==> config.mk <==
export PLATFORM = sky130hd
export DESIGN_NAME = reader_response_line_parser_unit
export DESIGN_NICKNAME = d
export VERILOG_FILES = /design/src/sv/rrlp_pkg.sv /design/src/sv/rrlp_ctrl.sv /design/src/sv/rrlp_datapath.sv /design/src/sv/reader_response_line_parser_unit.sv
export SDC_FILE = /design/constraint.sdc
export NUM_CORES = 1
export LEC_CHECK = 0
export ABC_AREA = 1
export BUFFER_PORTS_ARGS = -buffer_cell sky130_fd_sc_hd__buf_2
export CAP_MARGIN = 25
export CELL_PAD_IN_SITES_DETAIL_PLACEMENT = 0
export CELL_PAD_IN_SITES_GLOBAL_PLACEMENT = 1
export CORE_AREA = 10 10 164 166
export DETAILED_ROUTE_END_ITERATION = 6
export DIE_AREA = 0 0 174 176
export PLACE_DENSITY = 0.78
export SKIP_LAST_GASP = 1
export SYNTH_ARGS = -nofsm -noshare
export SYNTH_HDL_FRONTEND = slang
export SYNTH_SLANG_ARGS = --single-unit
==> constraint.sdc <==
create_clock -name aclk -period 3 [get_ports aclk]
set_clock_uncertainty 0.1 [all_clocks]
set_input_delay 0.15 -clock aclk [delete_from_list [all_inputs] [get_ports aclk]]
set_output_delay 0.15 -clock aclk [all_outputs]
set_load 0.005 [all_outputs]
==> src/sv/rrlp_pkg.sv <==
// Shared types and constants of the reader response line parser.
`default_nettype none

package rrlp_pkg;

    // Result kinds.
    localparam logic [1:0] KIND_TAG   = 2'd0;
    localparam logic [1:0] KIND_EMPTY = 2'd1;
    localparam logic [1:0] KIND_IDENT = 2'd2;

    // Reader models.
    localparam logic [1:0] MODEL_NONE = 2'd0;
    localparam logic [1:0] MODEL_LF   = 2'd1;
    localparam logic [1:0] MODEL_HF   = 2'd2;

    // Special characters.
    localparam logic [7:0] CH_NUL   = 8'h00;
    localparam logic [7:0] CH_LF    = 8'h0A;
    localparam logic [7:0] CH_CR    = 8'h0D;
    localparam logic [7:0] CH_DEL   = 8'h7F;
    localparam logic [6:0] CH_DASH  = 7'h2D;

    localparam int IDENT_LF_LEN = 15;
    localparam int IDENT_HF_LEN = 16;

    // Identity string of the 125 kHz reader; the final entry is padding.
    localparam logic [6:0] IDENT_LF [16] = '{
        7'h4D, 7'h4F, 7'h44, 7'h2D, 7'h52, 7'h46, 7'h49, 7'h44,
        7'h31, 7'h32, 7'h35, 7'h2D, 7'h42, 7'h4F, 7'h58, 7'h00
    };

    // Identity string of the 13.56 MHz reader.
    localparam logic [6:0] IDENT_HF [16] = '{
        7'h4D, 7'h4F, 7'h44, 7'h2D, 7'h52, 7'h46, 7'h49, 7'h44,
        7'h31, 7'h33, 7'h35, 7'h36, 7'h2D, 7'h42, 7'h4F, 7'h58
    };

    typedef enum logic [1:0] {
        ST_IDLE,
        ST_READ,
        ST_LOAD,
        ST_SEND
    } state_t;

    // Commands from the controller to the datapath.
    typedef struct packed {
        logic take;      // input beat accepted
        logic rd;        // read the line store at the tag index
        logic load_tag;  // load the read character into the result register
    } cmd_t;

    // Status from the datapath to the controller.
    typedef struct packed {
        logic single;    // the offered beat ends a line with one result
        logic tags;      // the offered beat ends a tag line with characters
        logic out_last;  // the result register holds the final result
    } status_t;

endpackage

`default_nettype wire

==> src/sv/rrlp_ctrl.sv <==
// Controller state machine of the reader response line parser.
`default_nettype none

module rrlp_ctrl (
    input  wire logic              aclk,
    input  wire logic              aresetn,
    input  wire logic              s_valid,
    output logic                   s_ready,
    output logic                   m_valid,
    input  wire logic              m_ready,
    input  wire rrlp_pkg::status_t status,
    output rrlp_pkg::cmd_t         cmd
);

    rrlp_pkg::state_t state_reg;
    rrlp_pkg::state_t state_next;

    always_ff @(posedge aclk) begin
        if (!aresetn) begin
            state_reg <= rrlp_pkg::ST_IDLE;
        end else begin
            state_reg <= state_next;
        end
    end

    always_comb begin
        state_next = state_reg;
        case (state_reg)
            rrlp_pkg::ST_IDLE: begin
                if (s_valid) begin
                    if (status.tags) begin
                        state_next = rrlp_pkg::ST_READ;
                    end else if (status.single) begin
                        state_next = rrlp_pkg::ST_SEND;
                    end
                end
            end
            rrlp_pkg::ST_READ: begin
                state_next = rrlp_pkg::ST_LOAD;
            end
            rrlp_pkg::ST_LOAD: begin
                state_next = rrlp_pkg::ST_SEND;
            end
            rrlp_pkg::ST_SEND: begin
                if (m_ready) begin
                    state_next = status.out_last ? rrlp_pkg::ST_IDLE : rrlp_pkg::ST_READ;
                end
            end
            default: begin
                state_next = rrlp_pkg::ST_IDLE;
            end
        endcase
    end

    always_comb begin
        s_ready      = 1'b0;
        m_valid      = 1'b0;
        cmd.take     = 1'b0;
        cmd.rd       = 1'b0;
        cmd.load_tag = 1'b0;
        case (state_reg)
            rrlp_pkg::ST_IDLE: begin
                s_ready  = 1'b1;
                cmd.take = s_valid;
            end
            rrlp_pkg::ST_READ: begin
                cmd.rd = 1'b1;
            end
            rrlp_pkg::ST_LOAD: begin
                cmd.load_tag = 1'b1;
            end
            rrlp_pkg::ST_SEND: begin
                m_valid = 1'b1;
            end
            default: begin
                s_ready = 1'b0;
            end
        endcase
    end

endmodule

`default_nettype wire

==> src/sv/rrlp_datapath.sv <==
// Datapath of the reader response line parser: line store, matching and result register.
`default_nettype none

module rrlp_datapath #(
    parameter int LINE_LEN = 32
) (
    input  wire logic            aclk,
    input  wire logic            aresetn,
    input  wire rrlp_pkg::cmd_t  cmd,
    output rrlp_pkg::status_t    status,
    input  wire logic            s_action,
    input  wire logic [7:0]      s_rx_byte,
    output logic [1:0]           m_kind,
    output logic [6:0]           m_tag_char,
    output logic                 m_last,
    output logic [1:0]           m_reader_model
);

    localparam int PW = $clog2(LINE_LEN);
    localparam logic [PW-1:0] FULL_LEN = PW'(LINE_LEN - 1);
    localparam logic [PW-1:0] LF_LEN   = PW'(rrlp_pkg::IDENT_LF_LEN);
    localparam logic [PW-1:0] HF_LEN   = PW'(rrlp_pkg::IDENT_HF_LEN);

    logic [6:0]    line_mem [LINE_LEN];
    logic [6:0]    rd_data_reg;
    logic [PW-1:0] pos_reg;
    logic [1:0]    model_reg;
    logic [6:0]    first_reg;
    logic          match_lf_reg;
    logic          match_hf_reg;
    logic [PW-1:0] idx_reg;
    logic [PW-1:0] tag_last_reg;

    logic          byte_ok;
    logic          is_term;
    logic          is_store;
    logic [PW-1:0] pos_inc;
    logic          full;
    logic          line_end;
    logic [PW-1:0] len;
    logic          match_lf_next;
    logic          match_hf_next;
    logic          match_lf_cur;
    logic          match_hf_cur;
    logic          is_dash;
    logic          hit_lf;
    logic          hit_hf;
    logic          empty_tag;
    logic [1:0]    model_next;

    assign byte_ok  = !s_action && !s_rx_byte[7] && (s_rx_byte != rrlp_pkg::CH_DEL);
    assign is_term  = (s_rx_byte == rrlp_pkg::CH_CR) || (s_rx_byte == rrlp_pkg::CH_LF)
                   || (s_rx_byte == rrlp_pkg::CH_NUL);
    assign is_store = byte_ok && !is_term;
    assign pos_inc  = pos_reg + PW'(1);
    assign full     = is_store && (pos_inc == FULL_LEN);
    assign line_end = byte_ok && (is_term || full);
    assign len      = is_term ? pos_reg : pos_inc;

    // The identity strings are matched one character at a time as the line is stored.
    assign match_lf_next = ((pos_reg == '0) || match_lf_reg) && (pos_reg < LF_LEN)
                        && (s_rx_byte[6:0] == rrlp_pkg::IDENT_LF[pos_reg[3:0]]);
    assign match_hf_next = ((pos_reg == '0) || match_hf_reg) && (pos_reg < HF_LEN)
                        && (s_rx_byte[6:0] == rrlp_pkg::IDENT_HF[pos_reg[3:0]]);
    assign match_lf_cur  = is_term ? match_lf_reg : match_lf_next;
    assign match_hf_cur  = is_term ? match_hf_reg : match_hf_next;

    assign is_dash   = (first_reg == rrlp_pkg::CH_DASH);
    assign empty_tag = line_end && is_dash && (len == PW'(1));
    assign hit_lf    = line_end && (len == LF_LEN) && match_lf_cur;
    assign hit_hf    = line_end && (len == HF_LEN) && match_hf_cur;

    always_comb begin
        model_next = model_reg;
        if (hit_lf) begin
            model_next = rrlp_pkg::MODEL_LF;
        end else if (hit_hf) begin
            model_next = rrlp_pkg::MODEL_HF;
        end
    end

    assign status.single   = empty_tag || hit_lf || hit_hf;
    assign status.tags     = line_end && is_dash && (len > PW'(1));
    assign status.out_last = m_last;

    always_ff @(posedge aclk) begin
        if (!aresetn) begin
            pos_reg   <= '0;
            model_reg <= rrlp_pkg::MODEL_NONE;
        end else if (cmd.take) begin
            if (s_action) begin
                pos_reg   <= '0;
                model_reg <= rrlp_pkg::MODEL_NONE;
            end else if (line_end) begin
                pos_reg   <= '0;
                model_reg <= model_next;
            end else if (is_store) begin
                pos_reg <= pos_inc;
            end
        end
    end

    always_ff @(posedge aclk) begin
        if (cmd.take && is_store) begin
            line_mem[pos_reg] <= s_rx_byte[6:0];
            match_lf_reg      <= match_lf_next;
            match_hf_reg      <= match_hf_next;
            if (pos_reg == '0) begin
                first_reg <= s_rx_byte[6:0];
            end
        end
        if (cmd.rd) begin
            rd_data_reg <= line_mem[idx_reg];
        end
    end

    always_ff @(posedge aclk) begin
        if (cmd.take) begin
            idx_reg        <= PW'(1);
            tag_last_reg   <= len - PW'(1);
            m_kind         <= empty_tag ? rrlp_pkg::KIND_EMPTY : rrlp_pkg::KIND_IDENT;
            m_tag_char     <= '0;
            m_last         <= 1'b1;
            m_reader_model <= model_next;
        end else if (cmd.load_tag) begin
            idx_reg        <= idx_reg + PW'(1);
            m_kind         <= rrlp_pkg::KIND_TAG;
            m_tag_char     <= rd_data_reg;
            m_last         <= (idx_reg == tag_last_reg);
            m_reader_model <= model_reg;
        end
    end

endmodule

`default_nettype wire

==> src/sv/reader_response_line_parser_unit.sv <==
// Top level of the reader response line parser.
`default_nettype none

// Takes one received byte (or a restart) per input beat and assembles reader response
// lines in a LINE_LEN-entry line store. A line ends on CR, LF, NUL or after LINE_LEN-1
// stored bytes; a tag line then yields one result beat per character after the dash, and
// a line equal to a reader identity string yields one identified beat. An input beat that
// ends no line with results leaves the parser ready for the next beat. A single-result
// line is loaded into the result register and waits for m_ready. For a tag line, each
// character passes through a registered read of the line store, then the result register,
// and waits for m_ready. No input beat is taken while results of a line are still pending.
module reader_response_line_parser_unit #(
    parameter int LINE_LEN = 32
) (
    input  wire logic       aclk,
    input  wire logic       aresetn,
    input  wire logic       s_valid,
    output logic            s_ready,
    input  wire logic       s_action,
    input  wire logic [7:0] s_rx_byte,
    output logic            m_valid,
    input  wire logic       m_ready,
    output logic [1:0]      m_kind,
    output logic [6:0]      m_tag_char,
    output logic            m_last,
    output logic [1:0]      m_reader_model
);

    rrlp_pkg::cmd_t    cmd;
    rrlp_pkg::status_t status;

    rrlp_ctrl u_ctrl (
        .aclk    (aclk),
        .aresetn (aresetn),
        .s_valid (s_valid),
        .s_ready (s_ready),
        .m_valid (m_valid),
        .m_ready (m_ready),
        .status  (status),
        .cmd     (cmd)
    );

    rrlp_datapath #(
        .LINE_LEN (LINE_LEN)
    ) u_datapath (
        .aclk           (aclk),
        .aresetn        (aresetn),
        .cmd            (cmd),
        .status         (status),
        .s_action       (s_action),
        .s_rx_byte      (s_rx_byte),
        .m_kind         (m_kind),
        .m_tag_char     (m_tag_char),
        .m_last         (m_last),
        .m_reader_model (m_reader_model)
    );

    // Input is never taken while a result beat is offered.
    a_no_overlap: assert property (@(posedge aclk) disable iff (!aresetn)
        !(m_valid && s_ready))
        else $error("input ready while a result beat is pending");

    // Empty-tag and identified results are always the only and last beat of their line.
    a_single_last: assert property (@(posedge aclk) disable iff (!aresetn)
        (m_valid && (m_kind != rrlp_pkg::KIND_TAG)) |-> m_last)
        else $error("single result beat without last");

    // An identified beat always reports a found reader.
    a_ident_model: assert property (@(posedge aclk) disable iff (!aresetn)
        (m_valid && (m_kind == rrlp_pkg::KIND_IDENT)) |->
            (m_reader_model == rrlp_pkg::MODEL_LF || m_reader_model == rrlp_pkg::MODEL_HF))
        else $error("identified beat without a reader model");

    // A non-final tag beat is followed by further work, never by a return to input.
    a_tag_continue: assert property (@(posedge aclk) disable iff (!aresetn)
        (m_valid && m_ready && !m_last) |=> !s_ready)
        else $error("tag line ended before its last character");

endmodule

`default_nettype wire
==> metrics.md <==
| Metric | Value |
|---|---|
| Status | `finished clean` |
| Final setup violation count | `0` |
| Drt wl/cell | `between 20 and 25 µm` |
| Post-Syn Nets | `approximately 1100` |
| Logic pwr share | `0.028` |
| Number of global-route vias before repair | `just under 8000` |
| Critical Path Sink Type | `flip-flop` |
| DRC Markers | `0` |
| LEAKAGE | `between 0.004 and 0.005 µW` |
| IO Count | `27` |
| CP Buf/Inv Count | `2` |
| Std cell rows | `57` |
| Worst-margin pin slew | `roughly 0.52 ns` |
| Ys Warns | `0` |
| Via count | `between 8000 and 9000` |
| Share of total power in the clock network | `0.431` |
| Count of final hold-check violations | `0` |
| First-pass GRT wire length | `~46000 µm` |
| Congestion Overflow GR | `0` |
| Power density cells | `563 mW/mm²` |
| P_int | `6150 µW` |
| Slew Viols, Final | `0` |
| Global Route met2 Usage | `0.314` |
| Die W | `roughly 170 µm` |
| Number of synthesized register bits | `between 200 and 300` |
| Area Growth Syn to Fin | `14.9%` |
| RD Place Congestion | `slightly below 0.9` |
| Core footprint | `about 0.024 mm²` |
| Most frequent cells in the layout | `edfxtp_1, nor2_1, o21ai_0` |
| Initial core utilization | `0.497` |
| Critical path required time | `3.22 ns` |
| Root buffer cell | `clkbuf_16` |
| Count of antenna diodes in the layout | `0` |
| # Max-Cap Violations | `0` |
| M1 GR Usage | `0.254` |
| Reg with most FFs | `u_datapath.line_mem` |
| Reg clk slew, reported paths | `around 0.060 ns` |
| Cell area after synthesis | `around 0.012 mm²` |
| Reg power frac | `0.541` |
| Distinct cells, synth | `40` |
| TNS Setup | `0 ns` |
| 1st-iter DRT viols | `around 780` |
| Crit path time final | `between 2 and 3 ns` |
| Worst Path Arrival | `2.86 ns` |
| Post-synthesis sequential area ratio | `0.669` |
| Worst path depth | `8` |
| Die Height | `between 150 and 200 µm` |
| Initial antenna violation count | `1` |
| CP Cell Sequence | `inv_1 > ha_1 > inv_1 > o21ai_0 > o21ai_0 > xnor2_1 > nand3b_1 > nor4_1` |
| Final #Nets | `1146` |
| Period utilization | `0.882` |
| H-tree Lvls | `1` |
| Number of flip-flops under the largest register name | `~220` |
| VDD IR max | `about 320 µV` |
| Cells on worst reg2reg path | `8` |
| Insertion delay to the later sink of the worst-skew pair | `0.54 ns` |
| Overall routing resource usage | `0.188` |
| Commonest non-fill, non-tap cell in the layout | `edfxtp_1` |
| Synthesized area per cell | `~11 µm²` |
| CTS Buffer Depth | `3` |
| CTS Buf Count | `27` |
| Detail Placement HPWL | `about 19000 µm` |
| M3 GR Usage | `0.0190` |
| DP Area | `approximately 0.013 mm²` |
| Critical Path Fanout Max | `12` |
| NetSw | `approximately 1500 µW` |
| Largest net degree at the start of global routing | `61` |
| Crit Path Category | `reg -> reg` |
| Worst slew margin | `0.648` |
| Switching Fraction | `0.196` |
| Vias/cell | `roughly 5.6` |
| Overall Power | `around 7700 µW` |
| Input/output buffers | `26` |
| Unrepaired setup endpoints after global routing | `false` |
| Share of layout cells above drive strength 1 | `0.153` |
| Worst path max stage delay | `roughly 0.6 ns` |
| Sink Count | `~270` |
| Cells after synthesis | `around 1000` |
| Worst hold path depth | `6` |
| DIE AREA | `0.0306 mm²` |
| Pre-antenna DRT Iters | `5` |
| CTS tree | `done` |
| GR peak layer | `met2` |
| Max Freq | `around 380 MHz` |
| Final ANT Viol Nets | `0` |
| HP Class | `in -> reg` |
| Fin area | `between 0.01 and 0.015 mm²` |
| CP top delay family | `flip-flops` |
| Critical path launch point type | `flip-flop` |
| Slowest stage cell, crit path | `dfxtp_1` |
| WL final | `a little under 30000 µm` |
[cell families after synthesis]
group,after synthesis,share of synthesized area
simple gates,383,0.141
flops,271,0.669
xor+xnor,10,0.00740
buf+inv,113,0.0382
fa+ha+maj,18,0.0190
compound gates,254,0.125
[path summary, 6_finish.rpt]
check / from / end / slack (ns)
max: u_datapath.pos_reg[0] / u_datapath.match_hf_reg / 0.35
min: s_action / u_datapath.pos_reg[0] / 0.04
min reg2reg: u_datapath.rd_data_reg[5] / u_datapath.m_tag_char[5] / 0.37
max reg2reg: u_datapath.pos_reg[0] / u_datapath.match_hf_reg / 0.35
[through the flow]
| stage | hold WS [ns] | util | setup slack, ns | cells |
|---|---|---|---|---|
| 2_1_floorplan | 0.149 | - | 0.734 | 1049 |
| 3_3_place_gp | 0.338 | 0.532 | 0.250 | 1404 |
| 3_5_place_dp | 0.343 | 0.532 | 0.292 | 1404 |
| 4_1_cts | 0.0256 | 0.571 | 0.271 | 1457 |
| 5_1_grt | 0.0912 | 0.571 | 0.129 | 1457 |
| 6_report | 0.0396 | 0.571 | 0.354 | 1457 |
[worst min-delay path: stages]
cell     delay (ns)
buf_2          0.10
nor2_1         0.04
nor2_1         0.14
nor2_2         0.09
inv_1          0.05
a21oi_1        0.05
[per-layer routing]
| layer | vias up | part of all wire |
|---|---|---|
| li1 | 3905 | - |
| met1 | 3979 | 0.44 |
| met2 | 274 | 0.48 |
| met3 | 58 | 0.050 |
| met4 | 0 | 0.027 |
| met5 | - | 0 |
[cell usage after synthesis]
library cell | count | share of area
a211oi_1 | 2 | 0.0013
a21o_1 | 1 | 0.00063
a21oi_1 | 21 | 0.0089
a21oi_4 | 1 | 0.0014
a31oi_1 | 9 | 0.0048
a32oi_1 | 4 | 0.0030
buf_2 | 9 | 0.0038
buf_4 | 2 | 0.0013
buf_6 | 1 | 0.00095
clkbuf_1 | 47 | 0.015
clkbuf_2 | 1 | 0.00042
clkinv_1 | 1 | 0.00032
dfxtp_1 | 22 | 0.037
edfxtp_1 | 249 | 0.63
ha_1 | 18 | 0.019
inv_1 | 47 | 0.015
inv_2 | 5 | 0.0016
nand2_1 | 86 | 0.027
nand2_2 | 10 | 0.0053
nand3_1 | 41 | 0.017
nand3_2 | 6 | 0.0051
nand3_4 | 1 | 0.0015
nand3b_1 | 1 | 0.00063
nand4_1 | 4 | 0.0021
nor2_1 | 208 | 0.066
nor2_2 | 9 | 0.0048
nor2_4 | 4 | 0.0038
nor3_1 | 4 | 0.0017
nor3_2 | 1 | 0.00085
nor3_4 | 1 | 0.0014
nor3b_1 | 1 | 0.00063
nor4_1 | 3 | 0.0016
o211ai_1 | 1 | 0.00063
o21ai_0 | 154 | 0.065
o21ai_1 | 2 | 0.00085
o221ai_1 | 34 | 0.025
o22ai_1 | 25 | 0.013
or2_2 | 3 | 0.0016
xnor2_1 | 3 | 0.0022
xor2_1 | 7 | 0.0052
[final cells by class]
| cell class | count | area [µm²] |
|---|---|---|
| Tap cell | 324 | 405 |
| Timing Repair Buffer | 97 | 741 |
| Clock inverter | 12 | 145 |
| Inverter | 53 | 199 |
| Multi-Input combinational cell | 665 | 3460 |
| Clock buffer | 35 | 726 |
| Fill cell | 2058 | 10200 |
| Sequential cell | 271 | 7920 |
[what timing repair did]
item	CTS	global route
buffers inserted	0	0
setup endpoints to repair	0	1
hold endpoints to repair	35	0
resized for setup	0	1
hold buffers	6	0
[power groups by stage]
stage               sequential [µW]  clock, µW  combinational (µW)
detailed placement             4230          0                 205
global route                   4140       3490                 236
finish                         4140       3300                 213
CTS                            4140       3350                 212
floorplan                      4220          0                95.6
global placement               4220          0                 203
Power figures use the tool's default switching activity.
